**config.mk**
```make
export PLATFORM = sky130hd
export DESIGN_NAME = kocnt_bucket
export DESIGN_NICKNAME = d
export VERILOG_FILES = /design/src/rtl/core/kocnt_pkg.sv /design/src/rtl/core/kocnt_bucket.sv
export SDC_FILE = /design/constraint.sdc
export NUM_CORES = 1
export LEC_CHECK = 0
export BUFFER_PORTS_ARGS = -buffer_cell sky130_fd_sc_hd__buf_2
export CORE_UTILIZATION = 47
export CTS_CLUSTER_DIAMETER = 50
export CTS_CLUSTER_SIZE = 12
export DETAILED_ROUTE_END_ITERATION = 7
export GPL_ROUTABILITY_DRIVEN = 0
export GPL_TIMING_DRIVEN = 0
export PLACE_DENSITY = 0.7
export SYNTH_ARGS = -nofsm -noshare
export SYNTH_HDL_FRONTEND = slang
export SYNTH_SLANG_ARGS = --single-unit
```
**constraint.sdc**
```tcl
create_clock -name clock -period 1.02 [get_ports clock]
set_input_delay 0.102 -clock clock [delete_from_list [all_inputs] [get_ports clock]]
set_output_delay 0.102 -clock clock [all_outputs]
set_load 0.05 [all_outputs]
```
**src/rtl/core/kocnt_pkg.sv**
```systemverilog
// ----------------------------------------------------------------------------
// Key occurrence count table package
// Shared request/response types, operation and status codes, and the
// per-slot layout of one bucket row in the table memory.
// ----------------------------------------------------------------------------
`default_nettype none

package kocnt_pkg;

   // Default geometry
   localparam int BUCKETS_DEFAULT = 256;
   localparam int WAYS_DEFAULT    = 4;

   // Field widths
   localparam int KIND_W   = 2;
   localparam int KEY_W    = 32;
   localparam int STATUS_W = 2;
   localparam int COUNT_W  = 32;
   localparam int USED_W   = 11;

   // Operation codes
   localparam logic [KIND_W-1:0] KIND_INSERT = 2'd0;
   localparam logic [KIND_W-1:0] KIND_POP    = 2'd1;
   localparam logic [KIND_W-1:0] KIND_LOOKUP = 2'd2;

   // Status codes
   localparam logic [STATUS_W-1:0] STATUS_OK     = 2'd0;
   localparam logic [STATUS_W-1:0] STATUS_ABSENT = 2'd1;
   localparam logic [STATUS_W-1:0] STATUS_FULL   = 2'd2;

   // Saturation limits
   localparam logic [COUNT_W-1:0] COUNT_MAX = '1;
   localparam logic [USED_W-1:0]  USED_MAX  = '1;

   // Request payload
   typedef struct packed {
      logic [KIND_W-1:0] kind;
      logic [KEY_W-1:0]  key;
   } req_type;

   // Response payload
   typedef struct packed {
      logic [STATUS_W-1:0] status;
      logic [COUNT_W-1:0]  count;
      logic [USED_W-1:0]   entries_used;
   } rsp_type;

   // One way of a bucket row
   typedef struct packed {
      logic               valid;
      logic [KEY_W-1:0]   key;
      logic [COUNT_W-1:0] count;
   } slot_type;

endpackage

`default_nettype wire

```
**src/rtl/core/kocnt_bucket.sv**
```systemverilog
// ----------------------------------------------------------------------------
// Bucket index pipeline
// Input register plus two multiply stages that reduce the key modulo the
// bucket count by reciprocal multiplication and one correction step.
// ----------------------------------------------------------------------------
`default_nettype none

module kocnt_bucket #(
   parameter int BUCKETS = kocnt_pkg::BUCKETS_DEFAULT
) (
   input  wire logic                       clock,
   input  wire logic                       reset,
   input  wire logic                       advance,
   input  wire logic                       in_valid,
   input  wire kocnt_pkg::req_type         in_req,
   output logic                            out_valid,
   output kocnt_pkg::req_type              out_req,
   output logic [$clog2(BUCKETS)-1:0]      out_bucket
);

   localparam int BUCKET_W = $clog2(BUCKETS);
   localparam int REM_W    = BUCKET_W + 1;
   // floor(2^32 / BUCKETS): quotient estimate is low by at most one
   localparam logic [63:0] RECIP_FULL = (64'd1 << 32) / 64'(BUCKETS);
   localparam logic [31:0] RECIP      = RECIP_FULL[31:0];
   localparam logic [31:0] DIVISOR    = 32'(BUCKETS);
   localparam logic [REM_W-1:0] DIVISOR_REM = REM_W'(BUCKETS);

   logic                s1_valid_ff, s2_valid_ff, s3_valid_ff;
   kocnt_pkg::req_type  s1_req_ff, s2_req_ff, s3_req_ff;
   logic [31:0]         quot_ff;
   logic [31:0]         prod_ff;
   logic [63:0]         recip_mul;
   logic [31:0]         quot_in;
   logic [31:0]         prod_in;
   logic [31:0]         diff;
   logic [REM_W-1:0]    rem_raw;
   logic [REM_W-1:0]    rem_fix;

   // Stage 2: quotient estimate
   always_comb begin
      recip_mul = {32'd0, s1_req_ff.key} * {32'd0, RECIP};
      quot_in   = recip_mul[63:32];
   end

   // Stage 3: quotient times divisor, low word only
   assign prod_in = quot_ff * DIVISOR;

   // Remainder with a single correction
   always_comb begin
      diff    = s3_req_ff.key - prod_ff;
      rem_raw = diff[REM_W-1:0];
      if (rem_raw >= DIVISOR_REM) begin
         rem_fix = rem_raw - DIVISOR_REM;
      end else begin
         rem_fix = rem_raw;
      end
   end

   // Valid chain
   always_ff @(posedge clock) begin
      if (reset) begin
         s1_valid_ff <= 1'b0;
         s2_valid_ff <= 1'b0;
         s3_valid_ff <= 1'b0;
      end else if (advance) begin
         s1_valid_ff <= in_valid;
         s2_valid_ff <= s1_valid_ff;
         s3_valid_ff <= s2_valid_ff;
      end
   end

   // Payload chain
   always_ff @(posedge clock) begin
      if (advance) begin
         s1_req_ff <= in_req;
         s2_req_ff <= s1_req_ff;
         s3_req_ff <= s2_req_ff;
         quot_ff   <= quot_in;
         prod_ff   <= prod_in;
      end
   end

   assign out_valid  = s3_valid_ff;
   assign out_req    = s3_req_ff;
   assign out_bucket = rem_fix[BUCKET_W-1:0];

endmodule

`default_nettype wire

```
# Word level (Yosys, flattened, before mapping)
# Index checks and enable logic that the tools add are counted.
[totals] ff_bits=107
[classes] addsub=2 order_cmp=1 muxes=1
[op_table] op="$ge A9 B9 Y1 const B" n=1
[op_table] op="$sub A9 B9 Y9" n=1
[op_table] op="$mux W8" n=1
[op_table] op="$sub A8 B1 Y8 const B" n=1

# Logic depth before layout (Yosys ltp)
[logic_depth] depth_word=3 mapped_depth=2 depth_no_buf=2

# Worst setup path before layout
# No wires, ideal clock.
[synth_path] path_type="register to output" from="register s3_req_ff (netlist bit out_req[0])" to="output port out_req[0] in the netlist's numbering" t_arrival_ns=0.904 t_required_ns=0.918 path_slack_ns=0.014 stages_incl_launch_ff=2 n_path_buf=1 path_cell_list="edfxtp_1 buf_4"
[synth_lines] item="from (decl)" line_no="kocnt_bucket.sv:30" text="kocnt_pkg::req_type s1_req_ff, s2_req_ff, s3_req_ff;"
[synth_lines] item="from (signal assigned)" line_no="kocnt_bucket.sv:78" text="s3_req_ff <= s2_req_ff;"
[synth_lines] item="to (decl)" line_no="kocnt_bucket.sv:17" text="output kocnt_pkg::req_type out_req,"
# No word-level cell between the ends.

# Worst setup path in the final report
[layout_path] from="register s3_req_ff (netlist bit out_req[1])" to="output port out_req[1] in the netlist's numbering"
# No word-level cell between the ends.

==> out/metrics.yaml <==
cts:
  insertion_delay_ns: 0.35
  cts_root_buffer: "clkbuf_8"
  cts_sinks: 105
  htree_levels: 3
  cts-buffers-inserted: 9
  clockBufferDepth: 2
  cts_setup_buffers: 0
  clk_pin_slew_worst_paths_ns: 0.09
  cts_tree: "built"
floorplanning:
  die_w_um: 84.8
  fp-row-count: 29
  core_mm2: 0.00649
  die-area_mm2: 0.00720
  boundaryPins: 81
  die_h_um: 84.8
  start_util_pct: 49.6
drt:
  routed_wl_mm: 4.66
  post_drt_wl_per_cell_um: 14.1
  vias: 1495
  drc: 4
  vias_per_cell: 4.53
  drt-initial-drc-count: 80
  ant_nets: 0
  dr.pass1.iters: 8
timing:
  hold_slack_ns: 0.223
  min_period_ns: 1.15
  setup_viol: 22
  timing.final.crit_share_pct: 113
  rsz0062_at_grt: "yes"
  report.final.slew_viol_count: 0
  setup_slack_ns: -0.132
  slew_headroom_pct: 70.1
  worst_pin_slew_ns: 0.448
  fmax_ghz: 0.868
  hold_viol: 0
  clock_skew_ns: 0.00817
global_routing:
  grt_pass1_vias: 1581
  grt_pass1_wl_mm: 7.17
  gr-usage-all-layers_pct: 13.9
  antenna_found_initial: 0
  gr-total-overflow: 0
  grt_max_degree: 75
power_and_ir_drop:
  switching_share_pct: 22.9
  power_frac_clock_pct: 26.0
  combPwrFrac_pct: 11.1
  power_leakage_nw: 1.76
  power.internal_mw: 6.33
  powerDensity_mw_per_mm2: 1780
  p_sw_mw: 1.88
  irDropWorstVdd_mv: 1.05
  seqPwrFrac_pct: 62.9
final_layout:
  layoutNonFillerInstCount: 330
  mostFrequentLayoutCells: "102 x edfxtp_1, 41 x buf_6, 36 x dlygate4sd3_1, 36 x buf_2, 9 x clkbuf_8"
  fin_util_pct: 70.9
  fin_nets: 286
  n_antenna_cell: 0
  layout-drive-gt1-share_pct: 41.5
  mostFrequentLayoutCell: "edfxtp_1"
  syn_to_final_growth_pct: 42.9
critical_path:
  cp-start-kind: "flip-flop"
  path_delay_family: "flip-flops"
  path_class: "flip-flop to output pin"
  cp_slowest_cell: "edfxtp_1"
  cp-end-kind: "output pin"
  cp.arrival_ns: 1.05
  cp_num_buf_inv: 2
  crit_required_ns: 0.92
  critical_path.max_stage_delay_ns: 0.43
  crit_chain: "buf_6, buf_8"
  critical_path.max_fanout: 2
synth:
  yosys_warnings: 0
  syn_nets: 157
  synth.avg_cell_area_um2: 27.1
  ys_seq_area_share_pct: 96.9
  yosys.cell_types.count: 5
  synth-seq-cells: 105
  synth_cells: 119
  synthesis.area_mm2: 0.00322
place:
  dp.cells: 277
  detailedPlace.worstSlack_ns: -0.254
  io_buffers: 80
outcome:
  violations: "DRC, setup timing"
  outcome: "complete, but fails checks"
hold_path:
  hp-class: "input pin to flip-flop"
run:
  maxCapViolations: 0
## logic make-up after synthesis
group                  Yosys count  share of synthesized area, %
DFF                            105                          96.9
and+or+nand+nor                  3                         0.349
buffers and inverters            8                          1.86
muxes                            3                         0.931
## repair_timing
| item | 4_1_cts | 5_1_grt |
|---|---|---|
| pin swaps | 0 | 0 |
| hold buffers | 36 | 0 |
| gates cloned | 0 | 1 |
| setup endpoints to repair | 43 | 44 |
| hold endpoints to repair | 37 | 0 |
| gates resized for setup | 79 | 20 |
## path summary, 6_finish.rpt
kind                                   start             to  slack (ns)  cells after the start
worst max-delay path              out_req[1]     out_req[1]       -0.13                      2
worst min-delay path                 advance  s1_req_ff[27]        0.22                      1
worst max register to register   s1_valid_ff    s2_valid_ff        0.37                      2
worst min register to register  s1_req_ff[3]   s2_req_ff[3]        0.42                      0
## power groups by stage
| stage | combinational, mW | clock [mW] | sequential, mW |
|---|---|---|---|
| finish | 0.909 | 2.14 | 5.17 |
| global route | 0.945 | 2.35 | 5.20 |
| CTS | 0.866 | 2.20 | 5.16 |
| detailed placement | 0.645 | 0 | 5.24 |
| global placement | 0.624 | 0 | 5.23 |
| floorplan | 0.101 | 0 | 5.52 |
## per-stage QoR
| stage | setup TNS (ns) | cell area [µm²] | power, mW |
|---|---|---|---|
| 4_1_cts | -1.96 | 4520 | 8.23 |
| 5_1_grt | -2.93 | 4610 | 8.50 |
| 3_3_place_gp | -113.88 | 3720 | 5.86 |
| 3_5_place_dp | -14.29 | 3750 | 5.89 |
| 6_report | -1.39 | 4610 | 8.21 |
| 2_1_floorplan | 0 | 3220 | 5.62 |
## Yosys cell counts
cell type | count | area share, %
edfxtp_1 | 102 | 95
buf_4 | 8 | 1.9
dfxtp_1 | 3 | 1.9
mux2i_1 | 3 | 0.93
nor2_1 | 3 | 0.35
## routing by layer
| metal | vias to the layer above | routed length, µm | part of all wire, % | GRT usage [%] |
|---|---|---|---|---|
| met2 | 59 | 2610 | 56 | 26.6 |
| met3 | 11 | 289 | 6.2 | 4.57 |
| li1 | 719 | - | - | - |
| met1 | 706 | 1680 | 36 | 13.1 |
| met5 | - | 0 | 0 | 0 |
| met4 | 0 | 80 | 1.7 | 6.93 |
## registers in the layout, summed over array words and instances, names as in the netlist
name / cells
out_valid: 1
s1_req_ff: 34
s2_valid_ff: 1
s1_valid_ff: 1
out_req: 34
s2_req_ff: 34
## area by class of cell
cell class,instances,area (µm²)
flip-flops and latches,105,3120
fillers,384,1890
repair buffers,118,1090
clock buffers,10,128
well taps,77,96.3
plain buffers,8,90.1
multi-input cells,6,41.3
clock inverters,6,35.0
Note: power is estimated with default switching activity, not from simulation.
