<file path="config.mk">
export PLATFORM = sky130hd
export DESIGN_NAME = kocnt_ram
export DESIGN_NICKNAME = d
export VERILOG_FILES = /design/src/rtl/core/kocnt_ram.sv
export SDC_FILE = /design/constraint.sdc
export NUM_CORES = 1
export LEC_CHECK = 0
export ABC_AREA = 1
export BUFFER_PORTS_ARGS = -buffer_cell sky130_fd_sc_hd__buf_2
export CORE_AREA = 3 3 169 171
export DETAILED_ROUTE_END_ITERATION = 16
export DIE_AREA = 0 0 172 174
export MAX_ROUTING_LAYER = met4
export PLACE_DENSITY = 0.65
export SLEW_MARGIN = 30
export SYNTH_ARGS = -nofsm -noshare
export SYNTH_HDL_FRONTEND = slang
export SYNTH_SLANG_ARGS = --single-unit
</file>
<file path="constraint.sdc">
create_clock -name clock -period 1.4 [get_ports clock]
set_clock_uncertainty 0.1 [all_clocks]
set_input_delay 0.07 -clock clock [delete_from_list [all_inputs] [get_ports clock]]
set_output_delay 0.07 -clock clock [all_outputs]
set_load 0.05 [all_outputs]
</file>
<file path="src/rtl/core/kocnt_ram.sv">
// ----------------------------------------------------------------------------
// Generic simple dual-port RAM
// One write port and one read port with registered read data and read enable.
// ----------------------------------------------------------------------------
`default_nettype none

module kocnt_ram #(
   parameter int WIDTH = 8,
   parameter int DEPTH = 32
) (
   input  wire logic                     clock,
   input  wire logic                     wr_en,
   input  wire logic [$clog2(DEPTH)-1:0] wr_addr,
   input  wire logic [WIDTH-1:0]         wr_data,
   input  wire logic                     rd_en,
   input  wire logic [$clog2(DEPTH)-1:0] rd_addr,
   output logic      [WIDTH-1:0]         rd_data
);

   logic [WIDTH-1:0] mem_ff [DEPTH];
   logic [WIDTH-1:0] rd_data_ff;

   always_ff @(posedge clock) begin
      if (wr_en) begin
         mem_ff[wr_addr] <= wr_data;
      end
      if (rd_en) begin
         rd_data_ff <= mem_ff[rd_addr];
      end
   end

   assign rd_data = rd_data_ff;

endmodule

`default_nettype wire

</file>
Word level (Yosys, flattened, before mapping)
Memories as Yosys holds them, arrays and structs flattened. A register that Yosys moved wholly into a read port is not among the register bits.
Index checks and enable logic that the tools add are counted.

storage, ports and cells
  bits in registers = 0
  bits in latches = 0
  bits in writable memories = 256
  ROM bits = 0
  bits of input ports = 21
  word-level logic and storage cells = 3
  memories kept = 1

memory list
  name    words  width  read ports  clocked after Yosys merged registers in  wr ports  line  RTL
  mem_ff  32     8      1           1                                        1         20    logic [WIDTH-1:0] mem_ff [DEPTH];

cells by class
  add/subtract/negate cells = 0
  multipliers = 0
  div/mod/pow operators = 0
  order comparisons = 0
  eq/ne operators = 0
  shift operators = 0
  mux-type cells = 2
  bitwise gates (word level) = 0
  reduce and logical (&&, ||, !) cells = 0

operator list
  operator           number
  1-bit two-way mux  2

Longest topological paths before layout
Gate-level depths: netlist of the first run.

  depth after elaboration = 2
  gate-level depth with buffers = 11
  gate-level depth less buffers = 9

Least setup slack after synthesis of the first run
Ideal clock, no wire load.

  kind = input-to-reg
  start = input wr_addr[0]
  end = memory mem_ff[0][0] (enable)
  library setup time = 370 ps
  data arrival time = 734 ps
  path slack = 196 ps
  cell stages on the path = 3
  path buffers = 0
  cells stage by stage = inv_1 nand3_1 nor2_1

RTL lines
  what         line  RTL
  from (decl)  13    input wire logic [$clog2(DEPTH)-1:0] wr_addr,
  to (decl)    20

No word-level cell before the write port.

Final worst setup path of the first run
  start = register rd_data_ff[4], in the netlist rd_data[4], read port of mem_ff
  end = output rd_data[4]

RTL lines
  what         line  RTL
  from (decl)  21    logic [WIDTH-1:0] rd_data_ff;
  to (decl)    17    output logic [WIDTH-1:0] rd_data

No word-level cell between the ends.

==> results.cfg, run 1 <==
[timing]
fin_crit_sh_pct = 98.9
fmax_mhz = 722
grt_setup_unrepaired = yes
drv_slew = 0
setup_viol = 0
slew_headroom_pct = 60.0
finalHoldViolCount = 0
fin_tns_setup_ps = 0
timing.hold.ws_ps = 15.8
tightest_slew_ps = 599
fin_crit_ps = 1380

[synth]
synth_common_cells = 360 x nand2_1, 264 x edfxtp_1, 204 x nand3_1, 32 x nor2_1, 24 x buf_6
synthArstFlopShare_pct = 0
synth-seq-area-share_pct = 73.0
ys.flop_type = edfxtp_1
ys_ff_latch = 264
yosys.area.top_type = edfxtp_1
synth.avg_cell_area_um2 = 11.8
syn_area_um2 = 10900
ys_top_cells_by_area = edfxtp_1 73%, nand2_1 12%, nand3_1 9.4%
yosys.area.top_type_share_pct = 73.0
netlist_instances = 922
synth_fp_nets = 943
synth-edff-count = 264
ys_warn_count = 0
synth_cell_types = 11
yosysMostFrequentCell = nand2_1

[floorplanning]
start_util_pct = 40.2
io_pins = 29
die_w_um = 172
core_um2 = 27000
fp.dieH_um = 174
rows = 60
dieArea_um2 = 29900

[global_route]
grt.total_usage_pct = 17.7
grt-ovfl-total = 0
grt_start_max_net_pins = 129
antenna_found_initial = 0
grt_first_pass_wirelength_um = 39800
grt_pass1_vias = 6798

[pwr]
pwr-share-seq_pct = 52.2
p_clk_share_pct = 40.3
power_frac_comb_pct = 7.5
peakVddDrop_mv = 0.760
power_switching_mw = 3.69
p_leak_nw = 4.79
switching_share_pct = 21.8
p_per_area_nw_per_um2 = 1320
p_int_mw = 13.3

[layout]
area_growth_pct = 17.8
fillerInstances = 2369
fin_nets = 1023
fin_cells = 1361
multiInputGateArea_um2 = 2600
utilization_pct = 47.3
layout-drive-gt1-share_pct = 15.4
seq_area_um2 = 7930
num_antenna_cells = 0

[setup_path]
critPathLaunchType = flop
critical-path-top-delay-family = flip-flops
arrival_ps = 1210
end_kind = primary output
critPathMaxStageDelay_ps = 460
cp_max_fo = 1
timing.critical_path.slowest_stage_cell = edfxtp_1
worstSetupStartpoint = rd_data[4]
path_buf_inv = 1
timing.rr.start = mem_ff[25][1]
cp_cell_sequence = buf_4
critical_path_class = flop to primary output
cp.required_ps = 1230

[clock_tree]
cts_inserted_buffers = 26
clockBufferDepth = 3
cts_num_sinks = 264
post_cts_buffers = 0
cts.clk_slew.worst_paths_ps = 60
cts_tree = yes
clock_latency_ps = 530
htreeDepth = 1
root_buffer = clkbuf_16

[hold_path]
hp-start = wr_data[4]
min_path_type = primary input to flop

[route]
drc = 0
dr.pass1.iters = 5
routed_wl_um = 25700
num_vias = 7127
vias_per_cell = 5.24
ant_nets = 0
wl_per_cell_um = 18.9
drt_iter0_drc = 843

[run]
cap_viol_max_count = 0

[run_status]
status = finished, final reports clean

[placement]
place_congestion = 0.838
post-dp-hpwl_um = 15300
place_inst = 1303
portBuffers = 28
kinds of logic after synthesis:
logic type / after synthesis / synth area share (%)
DFF: 264 / 73.0
and+or+nand+nor: 596 / 22.9
buffers and inverters: 62 / 4.11
flip-flops by register name, summed over array words and instances (netlist names):
| signal | count |
|---|---|
| rd_data | 8 |
| mem_ff | 256 |
metrics by stage:
stage                     area (um2)  power, mW  setup slack (ps)
after floorplan                10900       9.72               196
after global placement         11700       10.2              -241
after detailed placement       11700       10.2              -254
after CTS                      12700       17.0              1.40
after global routing           12800       17.5             -20.3
final                          12800       17.0              15.2
worst paths after layout:
kind,endpoint,slack (ps),cells after the start
setup / recovery,rd_data[4],20,1
hold / removal,mem_ff[16][4],20,2
setup reg to reg,rd_data[1],60,8
hold reg to reg,rd_data[4],740,8
repair_timing:
action / 4_1_cts / 5_1_grt
hold buffers: 12 / 0
pin swaps: 0 / 9
gates resized for setup: 3 / 29
endpoints found under the hold margin: 222 / 0
setup endpoints to repair: 3 / 51
cells in the final DEF, fill, tap and decap left out, types with 16 or more instances in the layout:
cell and instances:
buf_4 51, nand2_1 348, edfxtp_1 264, buf_12 17
nand3_1 188, clkbuf_16 27, nor2_1 32, buf_2 23
nand3_2 16
area by class of cell:
cell class	count	share of cell area (%)
multi-input combinational	596	20.3
sequential	264	62.0
inverter	10	0.303
clock buffer	32	5.43
clock inverter	14	1.10
timing repair buffer	104	7.55
tap	341	3.33
per-layer routing:
metal  track usage, %  up-vias  wire length [um]
li1                 -     3367                 -
met3             2.27       34              1890
met1             26.0     3452             11400
met4             4.36        0               459
met5                -        -                 0
met2             26.5      274             12000
power by group through the flow:
stage	clock network, mW	registers [mW]	logic, mW
finish	6.83	8.85	1.27
floorplan	0	9.08	0.634
CTS	6.95	8.85	1.25
detailed placement	0	9.02	1.21
global placement	0	9.02	1.20
global route	7.23	8.86	1.39
Power figures use the tool's default switching activity.
==> run 2, diff against run 1 <==
--- a/config.mk
+++ b/config.mk
@@ -16,3 +16,4 @@
 export SYNTH_ARGS = -nofsm -noshare
 export SYNTH_HDL_FRONTEND = slang
 export SYNTH_SLANG_ARGS = --single-unit
+export TNS_END_PERCENT = 30
==> constraint.sdc (replaced) <==
create_clock -name clock -period 1.5 [get_ports clock]
set_clock_uncertainty 0.1 [all_clocks]
set_input_delay 0.075 -clock clock [delete_from_list [all_inputs] [get_ports clock]]
set_output_delay 0.075 -clock clock [all_outputs]
set_load 0.05 [all_outputs]
==> run 2 against run 1 <==
Effect of this change: register-to-register slack improved by 30 ps; setup slack improved by 61 ps; sequential share of layout area increased by 0.98 points; non-clock buffer count is the same; combinational power decreased by 11%; critical path type unchanged; largest power group unchanged; highest routed layer unchanged.
==> results.cfg, run 2 (synthesis results as in run 1) <==
[run_status]
status = finished, final reports clean

[layout]
fin_nets = 1024
largest_reg_flops = 256
regMostFlops = mem_ff
num_antenna_cells = 0
area_growth_pct = 15.9
final_cell_area_um2 = 12600
layout_common_cells = 360 x nand2_1, 264 x edfxtp_1, 201 x nand3_1
layout_commonest_cell = nand2_1
layout-drive-gt1-share_pct = 13.5

[floorplanning]
fp.dieH_um = 174
dieArea_um2 = 29900
start_util_pct = 40.2
rows = 60
die_w_um = 172
io_pins = 29
core_um2 = 27000

[placement]
placed_cell_area_um2 = 11700
portBuffers = 28
place_congestion = 0.874
post-dp-hpwl_um = 15500

[route]
num_vias = 7141
vias_per_cell = 5.24
routed_wl_um = 25900
wl_per_cell_um = 19.0
ant_nets = 0
drc = 0
drt_iter0_drc = 790
dr.pass1.iters = 5

[clock_tree]
cts.clk_slew.worst_paths_ps = 60
cts_inserted_buffers = 27
clockBufferDepth = 3
post_cts_buffers = 0
cts_num_sinks = 264
root_buffer = clkbuf_16
htreeDepth = 1
cts_tree = yes
clock_latency_ps = 540

[timing]
fmax_mhz = 702
fin_crit_sh_pct = 94.9
timing.hold.ws_ps = 60.6
fin_crit_ps = 1420
drv_slew = 0
setup_viol = 0
slew_headroom_pct = 59.8
grt_setup_unrepaired = no
finalHoldViolCount = 0
tightest_slew_ps = 602

[setup_path]
path_buf_inv = 1
cp.required_ps = 1320
cp_cell_sequence = buf_2
end_kind = primary output
critPathMaxStageDelay_ps = 420
arrival_ps = 1250
cp_max_fo = 1
critical-path-top-delay-family = flip-flops
critPathLaunchType = flop
timing.critical_path.slowest_stage_cell = edfxtp_1
critical_path_class = flop to primary output

[global_route]
grt_use_met3_pct = 2.23
grt-ovfl-total = 0
grt_busiest_layer = met2
grt.total_usage_pct = 17.9
antenna_found_initial = 0
grt_pass1_vias = 6955
use_met2_pct = 27.2
grt_start_max_net_pins = 127
grt_use_met1_pct = 25.9
grt_first_pass_wirelength_um = 40300

[hold_path]
min_path_type = primary input to flop

[pwr]
peakVddDrop_mv = 0.628
p_leak_nw = 4.74
p_per_area_nw_per_um2 = 1250

[run]
cap_viol_max_count = 0
run 2: report_power, final:
group / leakage (nW) / internal (mW) / switching (mW)
combinational: 1.94 / 0.337 / 0.795
clock: 0.412 / 3.61 / 2.69
sequential: 2.39 / 8.23 / 0.0340
total: 4.74 / 12.2 / 3.52
run 2: path summary, 6_finish.rpt:
check / start / to / slack, ps / cells past startpoint
worst max-delay path: rd_data[5] / rd_data[5] / 80 / 1
worst min register to register: mem_ff[8][3] / rd_data[3] / 730 / 8
worst max register to register: mem_ff[25][7] / rd_data[7] / 90 / 8
worst min-delay path: rd_addr[3] / rd_data[3] / 60 / 5
run 2: timing repair:
item / CTS / global route
gates resized for setup: 0 / 3
endpoints found under the setup margin: 0 / 3
hold endpoints to repair: 172 / 0
hold buffers: 10 / 0
run 2: cell type report:
| cell class | count | area [um2] |
|---|---|---|
| fill | 2412 | 14400 |
| sequential | 264 | 7930 |
| multi-input combinational | 596 | 2510 |
| timing repair buffer | 104 | 876 |
| clock buffer | 30 | 687 |
| tap | 341 | 427 |
| clock inverter | 17 | 133 |
| inverter | 10 | 38.8 |
run 2: worst reg2reg max path, cell delays in order, from the launching register on:
cell      delay, ps
edfxtp_1        360
nand2_1          70
nand3_1         110
nand3_1         160
nand2_1          90
nand2_1          70
nand2_1         100
nand2_1          70
nand2_1          50
run 2: per-layer routing:
layer	share of wire (%)	routed length (um)
met5	0	0
met4	2.0	526
met3	7.4	1920
met2	47	12200
met1	44	11300
run 2: stage by stage:
step / instances / power [mW] / utilization, % / setup WS [ps] / TNS [ps]
CTS: 1362 / 15.8 / 46.6 / 40.8 / 0
detailed placement: 1305 / 9.53 / 43.1 / -168 / -1220
floorplan: 922 / 9.07 / - / 291 / 0
global route: 1362 / 16.2 / 46.6 / 9.96 / 0
global placement: 1305 / 9.52 / 43.1 / -152 / -1050
finish: 1362 / 15.7 / 46.6 / 76.3 / 0
==> run 3, diff against run 2 <==
--- a/config.mk
+++ b/config.mk
@@ -7,12 +7,11 @@
 export LEC_CHECK = 0
 export ABC_AREA = 1
 export BUFFER_PORTS_ARGS = -buffer_cell sky130_fd_sc_hd__buf_2
-export CORE_AREA = 3 3 169 171
+export CORE_AREA = 3 3 217 134
 export DETAILED_ROUTE_END_ITERATION = 16
-export DIE_AREA = 0 0 172 174
+export DIE_AREA = 0 0 220 137
 export MAX_ROUTING_LAYER = met4
 export PLACE_DENSITY = 0.65
-export SLEW_MARGIN = 30
 export SYNTH_ARGS = -nofsm -noshare
 export SYNTH_HDL_FRONTEND = slang
 export SYNTH_SLANG_ARGS = --single-unit
==> run 3 against run 2 <==
Effect of this change: non-clock buffer count fell by 1; combinational power rose by 4%; worst hold slack got worse by 36 ps; largest power group unchanged; register-to-register slack got worse by 30 ps; sequential power barely moved; die area rose by 0.71%; cell count rose by 1.5%; first-iteration DRC count rose by 19%; power rose by 0.98%; via count rose by 0.95%; critical path depth rose by 7; setup slack got worse by 21 ps.
==> results.cfg, run 3 (synthesis results as in run 1) <==
[timing]
tightest_slew_ps = 561
finalHoldViolCount = 0
fmax_mhz = 692
slew_headroom_pct = 62.6
fin_crit_sh_pct = 96.3
drv_slew = 0
grt_setup_unrepaired = no
fin_crit_ps = 1440
setup_viol = 0
fin_tns_setup_ps = 0

[route]
top_layer_used = met4
wl_met3_um = 3080
wl_per_cell_um = 20.0
ant_nets = 0
dr.pass1.iters = 6
num_vias = 7209
drt_iter0_drc = 941
drc = 0
wl_met1_um = 13300
wl_met2_um = 10900
routed_wl_um = 27600
vias_per_cell = 5.21

[setup_path]
worstSetupStartpoint = mem_ff[29][0]
path_buf_inv = 0
cp.required_ps = 1690
timing.rr.start = mem_ff[29][0]
end_kind = flop
cp_common_cell = nand2_1
crit_cells = 8
cp_cell_sequence = nand2_1 -> nand3_1 -> nand3_1 -> nand2_1 -> nand2_1 -> nand2_1 -> nand2_1 -> nand2_1
arrival_ps = 1630
critPathMaxStageDelay_ps = 360
critPathLaunchType = flop
timing.critical_path.slowest_stage_cell = edfxtp_1
rrSetupSlack_ps = 60
critical-path-top-delay-family = simple AND/OR/NAND/NOR gates
cp_max_fo = 1
reg2reg_to = rd_data[0]
critical_path_class = flop to flop
rr_worst_depth = 8
endpoint = rd_data[0]

[layout]
layout-drive-gt1-share_pct = 13.1
largest_reg_flops = 256
fillerInstances = 2502
fin_nets = 1020
utilization_pct = 46.5
layout_commonest_cell = nand2_1
area_growth_pct = 16.7
layout_common_cells = 359 x nand2_1, 264 x edfxtp_1, 202 x nand3_1
regMostFlops = mem_ff
final_cell_area_um2 = 12700

[placement]
post-dp-hpwl_um = 17300
placed_cell_area_um2 = 11800
place_congestion = 0.835
portBuffers = 28

[floorplanning]
die_w_um = 220
rows = 47
io_pins = 29
core_um2 = 27300
dieArea_um2 = 30100
fp.dieH_um = 137
start_util_pct = 39.8

[pwr]
p_int_mw = 12.3
power_switching_mw = 3.55
p_clk_share_pct = 40.5
pwr-share-seq_pct = 52.1
p_per_area_nw_per_um2 = 1250
peakVddDrop_mv = 0.770
switching_share_pct = 22.4
p_leak_nw = 4.75
power_frac_comb_pct = 7.4

[global_route]
grt.total_usage_pct = 19.5
grt_start_max_net_pins = 64
grt_pass1_vias = 6893
antenna_found_initial = 1
grt-ovfl-total = 0
grt_first_pass_wirelength_um = 42000

[clock_tree]
clockBufferDepth = 3
htreeDepth = 1
cts.clk_slew.worst_paths_ps = 70
clock_latency_ps = 530
cts_num_sinks = 264
cts_tree = yes
root_buffer = clkbuf_16
cts_inserted_buffers = 24

[run]
cap_viol_max_count = 0

[run_status]
status = finished, final reports clean

[hold_path]
min_path_type = primary input to flop
## run 3: repair_timing
action	4_1_cts	5_1_grt
endpoints found under the setup margin	0	2
resized for setup	0	3
hold buffers	8	0
hold endpoints to repair	190	0
setup buffers	0	0
## run 3: how the worst min path moves through the flow
| stage | startpoint | end | slack, ps | cells after the start |
|---|---|---|---|---|
| global placement | rd_en | rd_data[3] | 360 | 1 |
| floorplan | wr_data[0] | mem_ff[0][0] | 70 | 0 |
| detailed placement | rd_en | rd_data[3] | 350 | 1 |
| finish | wr_data[1] | mem_ff[12][1] | 20 | 2 |
| CTS | wr_data[2] | mem_ff[13][2] | 2 | 2 |
| global route | wr_data[2] | mem_ff[10][2] | 20 | 2 |
## run 3: final cells by class
class / instances / area [um2] / share of cell area (%)
antenna: 1 / 2.50 / 0.0197
clock buffer: 28 / 637 / 5.02
clock inverter: 14 / 170 / 1.34
inverter: 10 / 40.0 / 0.316
multi-input combinational: 596 / 2500 / 19.8
sequential: 264 / 7930 / 62.5
tap: 367 / 459 / 3.62
timing repair buffer: 103 / 938 / 7.40
## run 3: worst register-to-register path, cell delays in order (launching register included)
cell and delay (ps):
edfxtp_1 360, nand2_1 90, nand3_1 120, nand3_1 130, nand2_1 120, nand2_1 100
nand2_1 50, nand2_1 70, nand2_1 50
## run 3: power by group through the flow
stage               registers, mW  clock network (mW)  logic (mW)
finish                       8.26                6.42        1.17
global route                 8.27                6.80        1.28
CTS                          8.27                6.50        1.17
detailed placement           8.43                   0        1.15
global placement             8.43                   0        1.13
floorplan                    8.48                   0       0.591
## run 3: stage by stage
| stage | hold WS (ps) | cells | setup slack (ps) | power [mW] |
|---|---|---|---|---|
| 6_report | 24.7 | 1383 | 55.6 | 15.9 |
| 5_1_grt | 17.4 | 1383 | 0.889 | 16.4 |
| 4_1_cts | 2.09 | 1382 | 61.7 | 15.9 |
| 3_5_place_dp | 355 | 1332 | -46.0 | 9.57 |
| 3_3_place_gp | 357 | 1332 | -27.1 | 9.56 |
| 2_1_floorplan | 73.9 | 922 | 291 | 9.07 |
## run 3: metal layers
metal  up-vias  global-route usage (%)
met4         0                    2.97
li1       3358                       -
met3        29                    5.24
met1      3485                    30.5
met5         -                       -
met2       337                    25.4
