$ cat config.mk
export PLATFORM = sky130hd
export DESIGN_NAME = kocnt_update
export DESIGN_NICKNAME = d
export VERILOG_FILES = /design/src/rtl/core/kocnt_pkg.sv /design/src/rtl/core/kocnt_update.sv
export SDC_FILE = /design/constraint.sdc
export NUM_CORES = 1
export LEC_CHECK = 0
export BUFFER_PORTS_ARGS = -buffer_cell sky130_fd_sc_hd__buf_2
export CELL_PAD_IN_SITES_DETAIL_PLACEMENT = 2
export CELL_PAD_IN_SITES_GLOBAL_PLACEMENT = 2
export CORE_AREA = 5 5 239 241
export DETAILED_ROUTE_END_ITERATION = 6
export DIE_AREA = 0 0 244 246
export GPL_TIMING_DRIVEN = 0
export MAX_ROUTING_LAYER = met4
export PLACE_DENSITY_LB_ADDON = 0.2
export SLEW_MARGIN = 20
export SYNTH_ARGS = -nofsm -noshare
export SYNTH_HDL_FRONTEND = slang
export SYNTH_SLANG_ARGS = --single-unit
$ cat constraint.sdc
create_clock -name vclk -period 11.8
set_input_delay 2.95 -clock vclk [all_inputs]
set_output_delay 2.95 -clock vclk [all_outputs]
set_load 0.01 [all_outputs]
$ cat src/rtl/core/kocnt_pkg.sv
// ----------------------------------------------------------------------------
// Key occurrence count table package
// Shared request/response types, operation and status codes, and the
// per-slot layout of one bucket row in the table memory.
// ----------------------------------------------------------------------------
`default_nettype none

package kocnt_pkg;

   // Default geometry
   localparam int BUCKETS_DEFAULT = 256;
   localparam int WAYS_DEFAULT    = 4;

   // Field widths
   localparam int KIND_W   = 2;
   localparam int KEY_W    = 32;
   localparam int STATUS_W = 2;
   localparam int COUNT_W  = 32;
   localparam int USED_W   = 11;

   // Operation codes
   localparam logic [KIND_W-1:0] KIND_INSERT = 2'd0;
   localparam logic [KIND_W-1:0] KIND_POP    = 2'd1;
   localparam logic [KIND_W-1:0] KIND_LOOKUP = 2'd2;

   // Status codes
   localparam logic [STATUS_W-1:0] STATUS_OK     = 2'd0;
   localparam logic [STATUS_W-1:0] STATUS_ABSENT = 2'd1;
   localparam logic [STATUS_W-1:0] STATUS_FULL   = 2'd2;

   // Saturation limits
   localparam logic [COUNT_W-1:0] COUNT_MAX = '1;
   localparam logic [USED_W-1:0]  USED_MAX  = '1;

   // Request payload
   typedef struct packed {
      logic [KIND_W-1:0] kind;
      logic [KEY_W-1:0]  key;
   } req_type;

   // Response payload
   typedef struct packed {
      logic [STATUS_W-1:0] status;
      logic [COUNT_W-1:0]  count;
      logic [USED_W-1:0]   entries_used;
   } rsp_type;

   // One way of a bucket row
   typedef struct packed {
      logic               valid;
      logic [KEY_W-1:0]   key;
      logic [COUNT_W-1:0] count;
   } slot_type;

endpackage

`default_nettype wire

$ cat src/rtl/core/kocnt_update.sv
// ----------------------------------------------------------------------------
// Bucket row update
// Compares all ways of one bucket row in parallel, applies insert, pop or
// lookup, and forms the new row, the occupancy and the response.
// ----------------------------------------------------------------------------
`default_nettype none

module kocnt_update #(
   parameter int BUCKETS = kocnt_pkg::BUCKETS_DEFAULT,
   parameter int WAYS    = kocnt_pkg::WAYS_DEFAULT
) (
   input  wire kocnt_pkg::req_type                        req,
   input  wire kocnt_pkg::slot_type [WAYS-1:0]            row_in,
   input  wire logic [$clog2(BUCKETS*WAYS+1)-1:0]         occ_in,
   output logic                                           wr_en,
   output kocnt_pkg::slot_type [WAYS-1:0]                 row_out,
   output logic [$clog2(BUCKETS*WAYS+1)-1:0]              occ_out,
   output kocnt_pkg::rsp_type                             rsp
);

   localparam int WAY_W = (WAYS > 1) ? $clog2(WAYS) : 1;
   localparam int OCC_W = $clog2(BUCKETS*WAYS+1);
   localparam int EXT_W = (OCC_W > kocnt_pkg::USED_W) ? OCC_W : kocnt_pkg::USED_W;

   logic                              hit_found;
   logic [WAY_W-1:0]                  hit_idx;
   logic                              free_found;
   logic [WAY_W-1:0]                  free_idx;
   logic [kocnt_pkg::COUNT_W-1:0]     cur_count;
   logic [kocnt_pkg::COUNT_W-1:0]     inc_count;
   logic [EXT_W-1:0]                  occ_ext;

   // Parallel way compare, lowest way wins
   always_comb begin
      hit_found  = 1'b0;
      hit_idx    = '0;
      free_found = 1'b0;
      free_idx   = '0;
      for (int w = 0; w < WAYS; w++) begin
         if (row_in[w].valid) begin
            if (!hit_found && (row_in[w].key == req.key)) begin
               hit_found = 1'b1;
               hit_idx   = WAY_W'(w);
            end
         end else if (!free_found) begin
            free_found = 1'b1;
            free_idx   = WAY_W'(w);
         end
      end
   end

   // Saturating increment of the matching count
   always_comb begin
      cur_count = row_in[hit_idx].count;
      if (cur_count != kocnt_pkg::COUNT_MAX) begin
         inc_count = cur_count + 1'b1;
      end else begin
         inc_count = cur_count;
      end
   end

   // Operation
   always_comb begin
      wr_en      = 1'b0;
      row_out    = row_in;
      occ_out    = occ_in;
      rsp.status = kocnt_pkg::STATUS_ABSENT;
      rsp.count  = '0;
      case (req.kind)
         kocnt_pkg::KIND_INSERT: begin
            if (hit_found) begin
               wr_en                  = 1'b1;
               row_out[hit_idx].count = inc_count;
               rsp.status             = kocnt_pkg::STATUS_OK;
               rsp.count              = inc_count;
            end else if (free_found) begin
               wr_en                   = 1'b1;
               row_out[free_idx].valid = 1'b1;
               row_out[free_idx].key   = req.key;
               row_out[free_idx].count = kocnt_pkg::COUNT_W'(1);
               occ_out                 = occ_in + 1'b1;
               rsp.status              = kocnt_pkg::STATUS_OK;
               rsp.count               = kocnt_pkg::COUNT_W'(1);
            end else begin
               rsp.status = kocnt_pkg::STATUS_FULL;
            end
         end
         kocnt_pkg::KIND_POP: begin
            if (hit_found) begin
               wr_en            = 1'b1;
               row_out[hit_idx] = '0;
               if (occ_in != '0) begin
                  occ_out = occ_in - 1'b1;
               end
               rsp.status = kocnt_pkg::STATUS_OK;
               rsp.count  = cur_count;
            end
         end
         default: begin
            // lookup, and the unused code behaves as lookup
            if (hit_found) begin
               rsp.status = kocnt_pkg::STATUS_OK;
               rsp.count  = cur_count;
            end
         end
      endcase

      // Occupancy field saturates at its maximum
      occ_ext = EXT_W'(occ_out);
      if (occ_ext > EXT_W'(kocnt_pkg::USED_MAX)) begin
         rsp.entries_used = kocnt_pkg::USED_MAX;
      end else begin
         rsp.entries_used = occ_ext[kocnt_pkg::USED_W-1:0];
      end
   end

endmodule

`default_nettype wire

### Word-level counts from Yosys, hierarchy flattened

Index checks and enable logic that the tools add are counted.

| word-level totals | value |
|---|---|
| register bits after elaboration | 0 |
| logic and storage cells | 86 |
| output and inout bits | 317 |

| operators by class | value |
|---|---|
| equal/unequal tests | 6 |
| $lt $le $gt $ge | 5 |
| $add $sub $neg | 3 |
| bitwise logic cells | 2 |
| mux-type cells | 60 |
| reductions and logical operators | 10 |

Operators by type and width:

| cell | number |
|---|---|
| $bwmux 260 | 4 |
| $mux 260 | 3 |
| $demux 65 s2 | 5 |
| $pmux 260 s2 | 1 |
| $and 260x260->260 | 1 |
| $not 260->260 | 1 |
| $bmux 65 s2 | 1 |
| $mux 65 | 2 |
| $eq 32x32->1 | 4 |
| $mux 32 | 4 |
| $mux 34 | 2 |
| $mux 64 | 1 |
| $mux 11 | 5 |
| $mux 33 | 1 |
| $add 32x1->32 const B | 1 |
| $ne 32x32->1 const B | 1 |
| $pmux 11 s2 | 1 |
| $mux 1 | 20 |
| $mux 2 | 9 |
| $add 11x1->11 const B | 1 |
| $gt 11x11->1 const B | 1 |
| $reduce_bool 11->1 | 1 |
| $sub 11x1->11 const B | 1 |
| $lt 2x3->1 const B | 2 |
| other kinds (6) | 13 |

### Logic depth before layout (Yosys ltp)

Gate-level depths: netlist (run 1).

| depth | value |
|---|---|
| word-level depth | 23 |
| mapped depth | 23 |
| depth with buffers taken out | 15 |

### Least setup slack after synthesis (run 1)

No wires, ideal clock.

| timing | value |
|---|---|
| path kind | input-to-output |
| start point | input req[29] (netlist name) |
| end point | output row_out[9] (netlist name) |
| data required time | 8850 ps |
| path slack | 1587 ps |
| data arrival time | 7263 ps |
| cell stages on the path | 22 |
| cells stage by stage | buf_4 -> xor2_1 -> or4_4 -> nor4b_4 -> nand3_4 -> a31oi_4 -> buf_6 -> buf_6 -> nor2_1 -> and3b_1 -> buf_2 -> ha_1 -> and2_0 -> and4_1 -> clkbuf_1 -> and4b_1 -> buf_4 -> a31oi_2 -> buf_4 -> a31oi_1 -> nor2_1 -> o21ai_0 |

RTL lines:

| element | RTL line | text |
|---|---|---|
| start, declared | kocnt_update.sv:12 | `input wire kocnt_pkg::req_type req,` |
| end, declared | kocnt_update.sv:16 | `output kocnt_pkg::slot_type [WAYS-1:0] row_out,` |

==> impl_metrics.prom, run 1 <==
# TYPE chip_impl_metric gauge
chip_impl_metric{name="die_height",unit="um"} 246
chip_impl_metric{name="required_time_worst_endpoint",unit="ns"} 8.85
chip_impl_metric{name="place_worst_setup_slack",unit="ns"} -1.19
chip_impl_metric{name="finalMaxSlewViolations",unit=""} 0
chip_impl_info{name="synth_most_common_cell",value="sky130_fd_sc_hd__nand2_1"} 1
chip_impl_metric{name="gp_routability_congestion",unit=""} 0.945
chip_impl_metric{name="start_util",unit=""} 0.156
chip_impl_metric{name="worst_slew_pin_slew",unit="ns"} 1.20
chip_impl_metric{name="post_synth_inst_count",unit=""} 1371
chip_impl_metric{name="path_max_fanout",unit=""} 10
chip_impl_metric{name="critical_path_arrival",unit="ns"} 8.79
chip_impl_info{name="critical_path.endpoint_type",value="primary output"} 1
chip_impl_info{name="run_status",value="completed"} 1
chip_impl_metric{name="timing.final.crit_period",unit="ns"} 11.74
chip_impl_metric{name="syn_nets",unit=""} 1679
chip_impl_info{name="rsz_0062_raised_after_global_routing",value="true"} 1
chip_impl_info{name="synth_largest_area_cell",value="sky130_fd_sc_hd__a22o_1"} 1
chip_impl_metric{name="grt_pass1_wl",unit="mm"} 130
chip_impl_metric{name="core_area",unit="sq mm"} 0.0547
chip_impl_info{name="timing_worst_setup_path_type",value="input port to primary output"} 1
chip_impl_metric{name="num_vias",unit=""} 14300
chip_impl_metric{name="sum_of_buffers_and_inverters_on_the_critical_path",unit=""} 6
chip_impl_metric{name="mappedNetlistArea",unit="sq mm"} 0.00855
chip_impl_metric{name="drive_gt1_frac",unit=""} 0.369
chip_impl_metric{name="detailedRoute.firstPassIterationCount",unit=""} 4
chip_impl_metric{name="complex_gate_fraction_of_the_synthesized_area",unit=""} 0.357
chip_impl_metric{name="mean_number_of_vias_per_cell",unit=""} 5.34
chip_impl_metric{name="grt_remaining_overflow",unit=""} 0
chip_impl_metric{name="leakagePower",unit="nW"} 5.87
chip_impl_metric{name="fmax",unit="MHz"} 85.2
chip_impl_metric{name="maximum_vdd_ir_drop",unit="mV"} 0.0198
chip_impl_metric{name="synth_seq_area_share",unit=""} 0
chip_impl_metric{name="route.detailed.wl_per_inst",unit="um"} 35.7
chip_impl_metric{name="yosys_warnings",unit=""} 0
chip_impl_metric{name="detailedPlacementHpwl",unit="mm"} 81.5
chip_impl_metric{name="syn-mean-instance-area",unit="sq um"} 6.24
chip_impl_metric{name="final_cycle_utilization_of_the_critical_path",unit=""} 0.995
chip_impl_metric{name="ant_nets",unit=""} 0
chip_impl_metric{name="synth_fa_ha_area_frac",unit=""} 0.00439
chip_impl_metric{name="finish.net_count",unit=""} 2270
chip_impl_metric{name="netlist.area_leader.share",unit=""} 0.112
chip_impl_info{name="critical_path.most_common_cell",value="sky130_fd_sc_hd__buf_2"} 1
chip_impl_metric{name="die-area",unit="sq mm"} 0.0600
chip_impl_metric{name="hold_buffers",unit=""} 0
chip_impl_metric{name="yosys.cell_types.count",unit=""} 92
chip_impl_info{name="hold_path_class",value="input port to primary output"} 1
chip_impl_metric{name="synthSimpleGateAreaFrac",unit=""} 0.356
chip_impl_metric{name="first_global_vias",unit=""} 15700
chip_impl_metric{name="fraction_of_the_core_area_covered_by_cells_at_the_end_of_the_flow",unit=""} 0.231
chip_impl_metric{name="cellPowerDensity",unit="mW/mm^2"} 39.3
chip_impl_info{name="synth_top_cells_by_count",value="sky130_fd_sc_hd__nand2_1, sky130_fd_sc_hd__o21ai_0, sky130_fd_sc_hd__nor2_1"} 1
chip_impl_info{name="synth_top_family_by_area",value="compound AO/OA/AOI/OAI gates"} 1
chip_impl_metric{name="largest_net_degree_at_the_start_of_global_routing",unit=""} 11
chip_impl_metric{name="gr-usage-all-layers",unit=""} 0.308
chip_impl_metric{name="io_buffers",unit=""} 580
chip_impl_metric{name="placement_rows",unit=""} 86
chip_impl_metric{name="final_design_area_no_fill",unit="sq mm"} 0.0126
chip_impl_metric{name="postRouteWirelength",unit="mm"} 95.8
chip_impl_metric{name="clockBufferCount",unit=""} 0
chip_impl_metric{name="drt_iter0_drc",unit=""} 674
chip_impl_metric{name="setup_violations",unit=""} 0
chip_impl_metric{name="relSlewSlack",unit=""} 0.192
chip_impl_metric{name="worst_path_largest_cell_delay",unit="ns"} 0.68
chip_impl_metric{name="detailed_place.area",unit="sq mm"} 0.0124
chip_impl_metric{name="die_width",unit="um"} 244
chip_impl_metric{name="finalWorstSetupSlack",unit="ns"} 0.0567
chip_impl_metric{name="fin_tns_setup",unit="ns"} 0
chip_impl_metric{name="area_growth",unit="%"} 47.7
chip_impl_metric{name="holdWs",unit="ns"} 6.22
chip_impl_metric{name="synth.mux.area_fraction",unit=""} 0.00717
chip_impl_info{name="cp_slowest_cell",value="sky130_fd_sc_hd__o21ai_0"} 1
chip_impl_info{name="synth_top_cells_by_area",value="sky130_fd_sc_hd__a22o_1, sky130_fd_sc_hd__xnor2_1, sky130_fd_sc_hd__xor2_1"} 1
chip_impl_metric{name="antenna_found_initial",unit=""} 16
chip_impl_metric{name="flops_and_latches",unit=""} 0
chip_impl_metric{name="pin_count",unit=""} 622
chip_impl_metric{name="synthXorXnorAreaFrac",unit=""} 0.196
chip_impl_info{name="timing.critical_path.max_delay_family",value="simple AND/OR/NAND/NOR gates"} 1
chip_impl_metric{name="max-cap-violations",unit=""} 0
chip_impl_metric{name="drc",unit=""} 0
chip_impl_info{name="timing.critical_path.cells",value="buf_2, xnor2_1, nand4_1, nor4_1, nand4_1, buf_2, buf_2, clkbuf_1, nor3b_1, o21ai_0, nand2_1, nor2_1, nand4b_2, o311ai_2, buf_4, nor3_1, xnor2_1, nor2_1, buf_2"} 1
chip_impl_metric{name="layout.area.seq",unit="sq um"} 0
chip_impl_info{name="critical_path.startpoint_type",value="input port"} 1
chip_impl_metric{name="hold_viol",unit=""} 0
## layout by cell type (no fill, tap or decap), drive strengths merged, types with 5 or more instances in the layout
cell type  count
o22ai         23
mux2i          5
nor4          40
o22a           7
inv           10
xnor2         97
a22o         109
xor2          90
nand3         36
and3          11
a21oi         54
nand4         46
buf          643
o21ai        160
and2           5
diode         18
nor2         116
nand3b        17
or3           10
or2            8
clkbuf        80
nor2b          5
nor3          37
or4            6
o211ai        30
a31oi          8
a21o          14
nor3b         12
nand2        206
nand4b         5
nor4b          7
a211oi         7
## where the power goes
group,switching [mW],internal [mW]
clock,0,0.000000205
sequential,0,0
combinational,0.324,0.172
total,0.324,0.172
## per-layer routing
| layer | global-route usage | part of all wire | up-vias |
|---|---|---|---|
| met5 | - | 0 | - |
| met4 | 0.111 | 0.046 | 0 |
| met3 | 0.0523 | 0.056 | 121 |
| met2 | 0.570 | 0.51 | 674 |
| met1 | 0.333 | 0.39 | 7281 |
| li1 | - | - | 6241 |
## path summary, 6_finish.rpt
path / slack [ns] / startpoint / cells after the start / endpoint
worst min-delay path: 6.22 / row_in[162] / 4 / row_out[162]
worst max-delay path: 0.06 / req[5] / 19 / rsp[34]
## worst min-delay path: cells and delay by family
kind                   cells  cell delay [ns]
and+or+nand+nor            2             0.10
buffers and inverters      2             0.23
## what timing repair did
action	4_1_cts	5_1_grt
endpoints found under the setup margin	164	95
buffers inserted	7	2
pin swaps	4	1
endpoints found under the hold margin	0	0
resized for setup	23	9
## layout make-up
type                       count  area, sq um
timing repair buffer         591         2980
inverter                      10         37.5
buffer                       132          648
multi-input combinational   1227         8040
fill                        6746        42000
tap                          704          881
antenna                       18         45.0
## cells by family after synthesis
logic type               Yosys count
multiplexers                       6
adder cells (fa/ha/maj)            3
XOR/XNOR                         187
AO/OA/AOI/OAI                    446
AND/OR/NAND/NOR                  585
buffers and inverters            144
## metrics by stage
stage / power [mW] / std cells
CTS: 0.495 / 2663
global placement: 0.484 / 2655
global route: 0.521 / 2680
floorplan: 0.224 / 1371
finish: 0.496 / 2682
detailed placement: 0.487 / 2657
(Power assumes the default switching activity.)
==> inputs of run 2 (changes only) <==
--- a/config.mk
+++ b/config.mk
@@ -14,6 +14,7 @@
 export GPL_TIMING_DRIVEN = 0
 export MAX_ROUTING_LAYER = met4
 export PLACE_DENSITY_LB_ADDON = 0.2
+export SETUP_SLACK_MARGIN = 0.3
 export SLEW_MARGIN = 20
 export SYNTH_ARGS = -nofsm -noshare
 export SYNTH_HDL_FRONTEND = slang
==> run 2 against run 1 <==
Against the previous run:
- routed wire length rose by 0.37%
- core utilization rose by 0.40 points
- die area did not move
- design area rose by 1.7%
- sequential share of layout area did not move
- sequential cell count did not move
- maximum frequency rose by 4.0%
- first-iteration DRC count fell by 8.5%
==> impl_metrics.prom, run 2 (synthesis results as in run 1) <==
# TYPE chip_impl_metric gauge
chip_impl_metric{name="gr-usage-all-layers",unit=""} 0.309
chip_impl_info{name="run_status",value="completed"} 1
chip_impl_info{name="commonest_non_fill_non_tap_cells_in_the_layout",value="sky130_fd_sc_hd__buf_2, sky130_fd_sc_hd__nand2_1, sky130_fd_sc_hd__o21ai_0"} 1
chip_impl_metric{name="final_design_area_no_fill",unit="sq mm"} 0.0128
chip_impl_metric{name="die_height",unit="um"} 246
chip_impl_metric{name="power.share.combinational",unit=""} 1.000
chip_impl_metric{name="drt_iter0_drc",unit=""} 617
chip_impl_metric{name="max-cap-violations",unit=""} 0
chip_impl_metric{name="worst_slew_pin_slew",unit="ns"} 1.10
chip_impl_metric{name="setup_violations",unit=""} 0
chip_impl_metric{name="finish.net_count",unit=""} 2279
chip_impl_metric{name="flops_and_latches",unit=""} 0
chip_impl_info{name="worstHoldStart",value="row_in[162]"} 1
chip_impl_metric{name="detailedRoute.firstPassIterationCount",unit=""} 5
chip_impl_metric{name="worst_path_largest_cell_delay",unit="ns"} 0.67
chip_impl_metric{name="critical_path_stages",unit=""} 17
chip_impl_metric{name="die-area",unit="sq mm"} 0.0600
chip_impl_metric{name="detailedPlacementHpwl",unit="mm"} 81.5
chip_impl_metric{name="detailed_place.area",unit="sq mm"} 0.0124
chip_impl_metric{name="clockBufferCount",unit=""} 0
chip_impl_metric{name="start_util",unit=""} 0.156
chip_impl_metric{name="timing.hold.worst_path_depth",unit=""} 4
chip_impl_metric{name="required_time_worst_endpoint",unit="ns"} 8.85
chip_impl_metric{name="io_buffers",unit=""} 580
chip_impl_info{name="timing_worst_setup_path_type",value="input port to primary output"} 1
chip_impl_metric{name="power_frac_seq",unit=""} 0
chip_impl_metric{name="holdWs",unit="ns"} 6.22
chip_impl_metric{name="maximum_vdd_ir_drop",unit="mV"} 0.0163
chip_impl_metric{name="grt_pass1_wl",unit="mm"} 130
chip_impl_metric{name="critical_path_arrival",unit="ns"} 8.34
chip_impl_metric{name="ant_nets",unit=""} 0
chip_impl_metric{name="drive_gt1_frac",unit=""} 0.378
chip_impl_metric{name="placement_rows",unit=""} 86
chip_impl_metric{name="gp_routability_congestion",unit=""} 0.945
chip_impl_metric{name="timing.final.crit_period",unit="ns"} 11.29
chip_impl_metric{name="die_width",unit="um"} 244
chip_impl_metric{name="p_int",unit="uW"} 176
chip_impl_metric{name="fmax",unit="MHz"} 88.6
chip_impl_info{name="timing.critical_path.cells",value="buf_4, xnor2_1, or4bb_1, nor4_4, nand3_4, buf_4, nand4_4, buf_4, buf_6, o22ai_1, a21oi_2, nand4_1, or4_1, o21ai_2, xor2_1, o21ai_0, buf_2"} 1
chip_impl_metric{name="clock_network_power_share",unit=""} 0
chip_impl_metric{name="route.detailed.wl_per_inst",unit="um"} 35.7
chip_impl_metric{name="drc",unit=""} 0
chip_impl_metric{name="final_cycle_utilization_of_the_critical_path",unit=""} 0.957
chip_impl_info{name="critical_path.startpoint_type",value="input port"} 1
chip_impl_metric{name="sum_of_buffers_and_inverters_on_the_critical_path",unit=""} 5
chip_impl_metric{name="pin_count",unit=""} 622
chip_impl_metric{name="path_max_fanout",unit=""} 10
chip_impl_info{name="rsz_0062_raised_after_global_routing",value="true"} 1
chip_impl_metric{name="netSwitchingPower",unit="uW"} 326
chip_impl_metric{name="relSlewSlack",unit=""} 0.262
chip_impl_metric{name="core_area",unit="sq mm"} 0.0547
chip_impl_metric{name="switching_share",unit=""} 0.650
chip_impl_info{name="layout_commonest_cell",value="sky130_fd_sc_hd__buf_2"} 1
chip_impl_metric{name="first_global_vias",unit=""} 15800
chip_impl_metric{name="num_vias",unit=""} 14300
chip_impl_metric{name="hold_viol",unit=""} 0
chip_impl_info{name="hold_path_class",value="input port to primary output"} 1
chip_impl_info{name="critical_path.most_common_cell",value="sky130_fd_sc_hd__buf_4"} 1
chip_impl_metric{name="grt_remaining_overflow",unit=""} 0
chip_impl_info{name="cp-startpoint",value="req[24]"} 1
chip_impl_metric{name="fillerInstances",unit=""} 6725
chip_impl_metric{name="cellPowerDensity",unit="mW/mm^2"} 39.0
chip_impl_info{name="cp_slowest_cell",value="sky130_fd_sc_hd__xor2_1"} 1
chip_impl_metric{name="layout.area.seq",unit="sq um"} 0
chip_impl_metric{name="area_growth",unit="%"} 50.2
chip_impl_metric{name="largest_net_degree_at_the_start_of_global_routing",unit=""} 11
chip_impl_metric{name="fin_tns_setup",unit="ns"} 0
chip_impl_info{name="critical_path.endpoint_type",value="primary output"} 1
chip_impl_metric{name="postRouteWirelength",unit="mm"} 96.1
chip_impl_metric{name="finalMaxSlewViolations",unit=""} 0
chip_impl_metric{name="antenna_found_initial",unit=""} 14
chip_impl_metric{name="leakagePower",unit="nW"} 5.97
chip_impl_info{name="timing.critical_path.max_delay_family",value="simple AND/OR/NAND/NOR gates"} 1
chip_impl_metric{name="mean_number_of_vias_per_cell",unit=""} 5.32
## run 2: cell count changes in the layout (fill, tap and decap cells not counted), moves of 3 or more
cell                       previous run  this run
sky130_fd_sc_hd__nor4_1              35        32
sky130_fd_sc_hd__xnor2_2              6         9
sky130_fd_sc_hd__buf_4               21        32
sky130_fd_sc_hd__xnor2_1             88        85
sky130_fd_sc_hd__buf_2              614       606
sky130_fd_sc_hd__clkbuf_4             2         5
sky130_fd_sc_hd__o21ai_0            138       135
sky130_fd_sc_hd__nor4_2               3         6
## run 2: final timing paths
path / slack, ns / endpoint
min: 6.22 / row_out[162]
max: 0.51 / row_out[81]
## run 2: layout make-up
| cell class | count | area [sq um] | share of cell area |
|---|---|---|---|
| diodes | 17 | 42.5 | 0.00331 |
| plain buffers | 134 | 684 | 0.0533 |
| inverters | 10 | 37.5 | 0.00292 |
| multi-input cells | 1227 | 8150 | 0.635 |
| well taps | 704 | 881 | 0.0686 |
| repair buffers | 598 | 3050 | 0.237 |
## run 2: stage by stage
| step | setup WS, ns | cells | total power, mW | utilization |
|---|---|---|---|---|
| 3_5_place_dp | -1.19 | 2657 | 0.487 | 0.226 |
| 5_1_grt | 0.279 | 2687 | 0.526 | 0.235 |
| 6_report | 0.508 | 2690 | 0.501 | 0.235 |
| 2_1_floorplan | 1.59 | 1371 | 0.224 | - |
| 4_1_cts | 0.301 | 2666 | 0.497 | 0.231 |
| 3_3_place_gp | -1.52 | 2655 | 0.484 | 0.226 |
## run 2: power groups by stage
stage	Clock, mW	Combinational, mW	Sequential, mW
3_3_place_gp	0	0.484	0
2_1_floorplan	0	0.224	0
4_1_cts	0	0.497	0
6_report	0.000000193	0.501	0
5_1_grt	0.000000159	0.526	0
3_5_place_dp	0	0.487	0
## run 2: layer usage
metal	share of wire	vias to the layer above	GRT usage
li1	-	6268	-
met1	0.39	7259	0.334
met2	0.51	645	0.573
met3	0.054	135	0.0513
met4	0.046	0	0.108
met5	0	-	-
## run 2: repair_timing
item | CTS | global route
pin swaps | 4 | 6
gates resized for setup | 39 | 25
setup buffers | 9 | 7
hold endpoints to repair | 0 | 0
cloned | 0 | 0
endpoints found under the setup margin | 176 | 96
hold buffers | 0 | 0
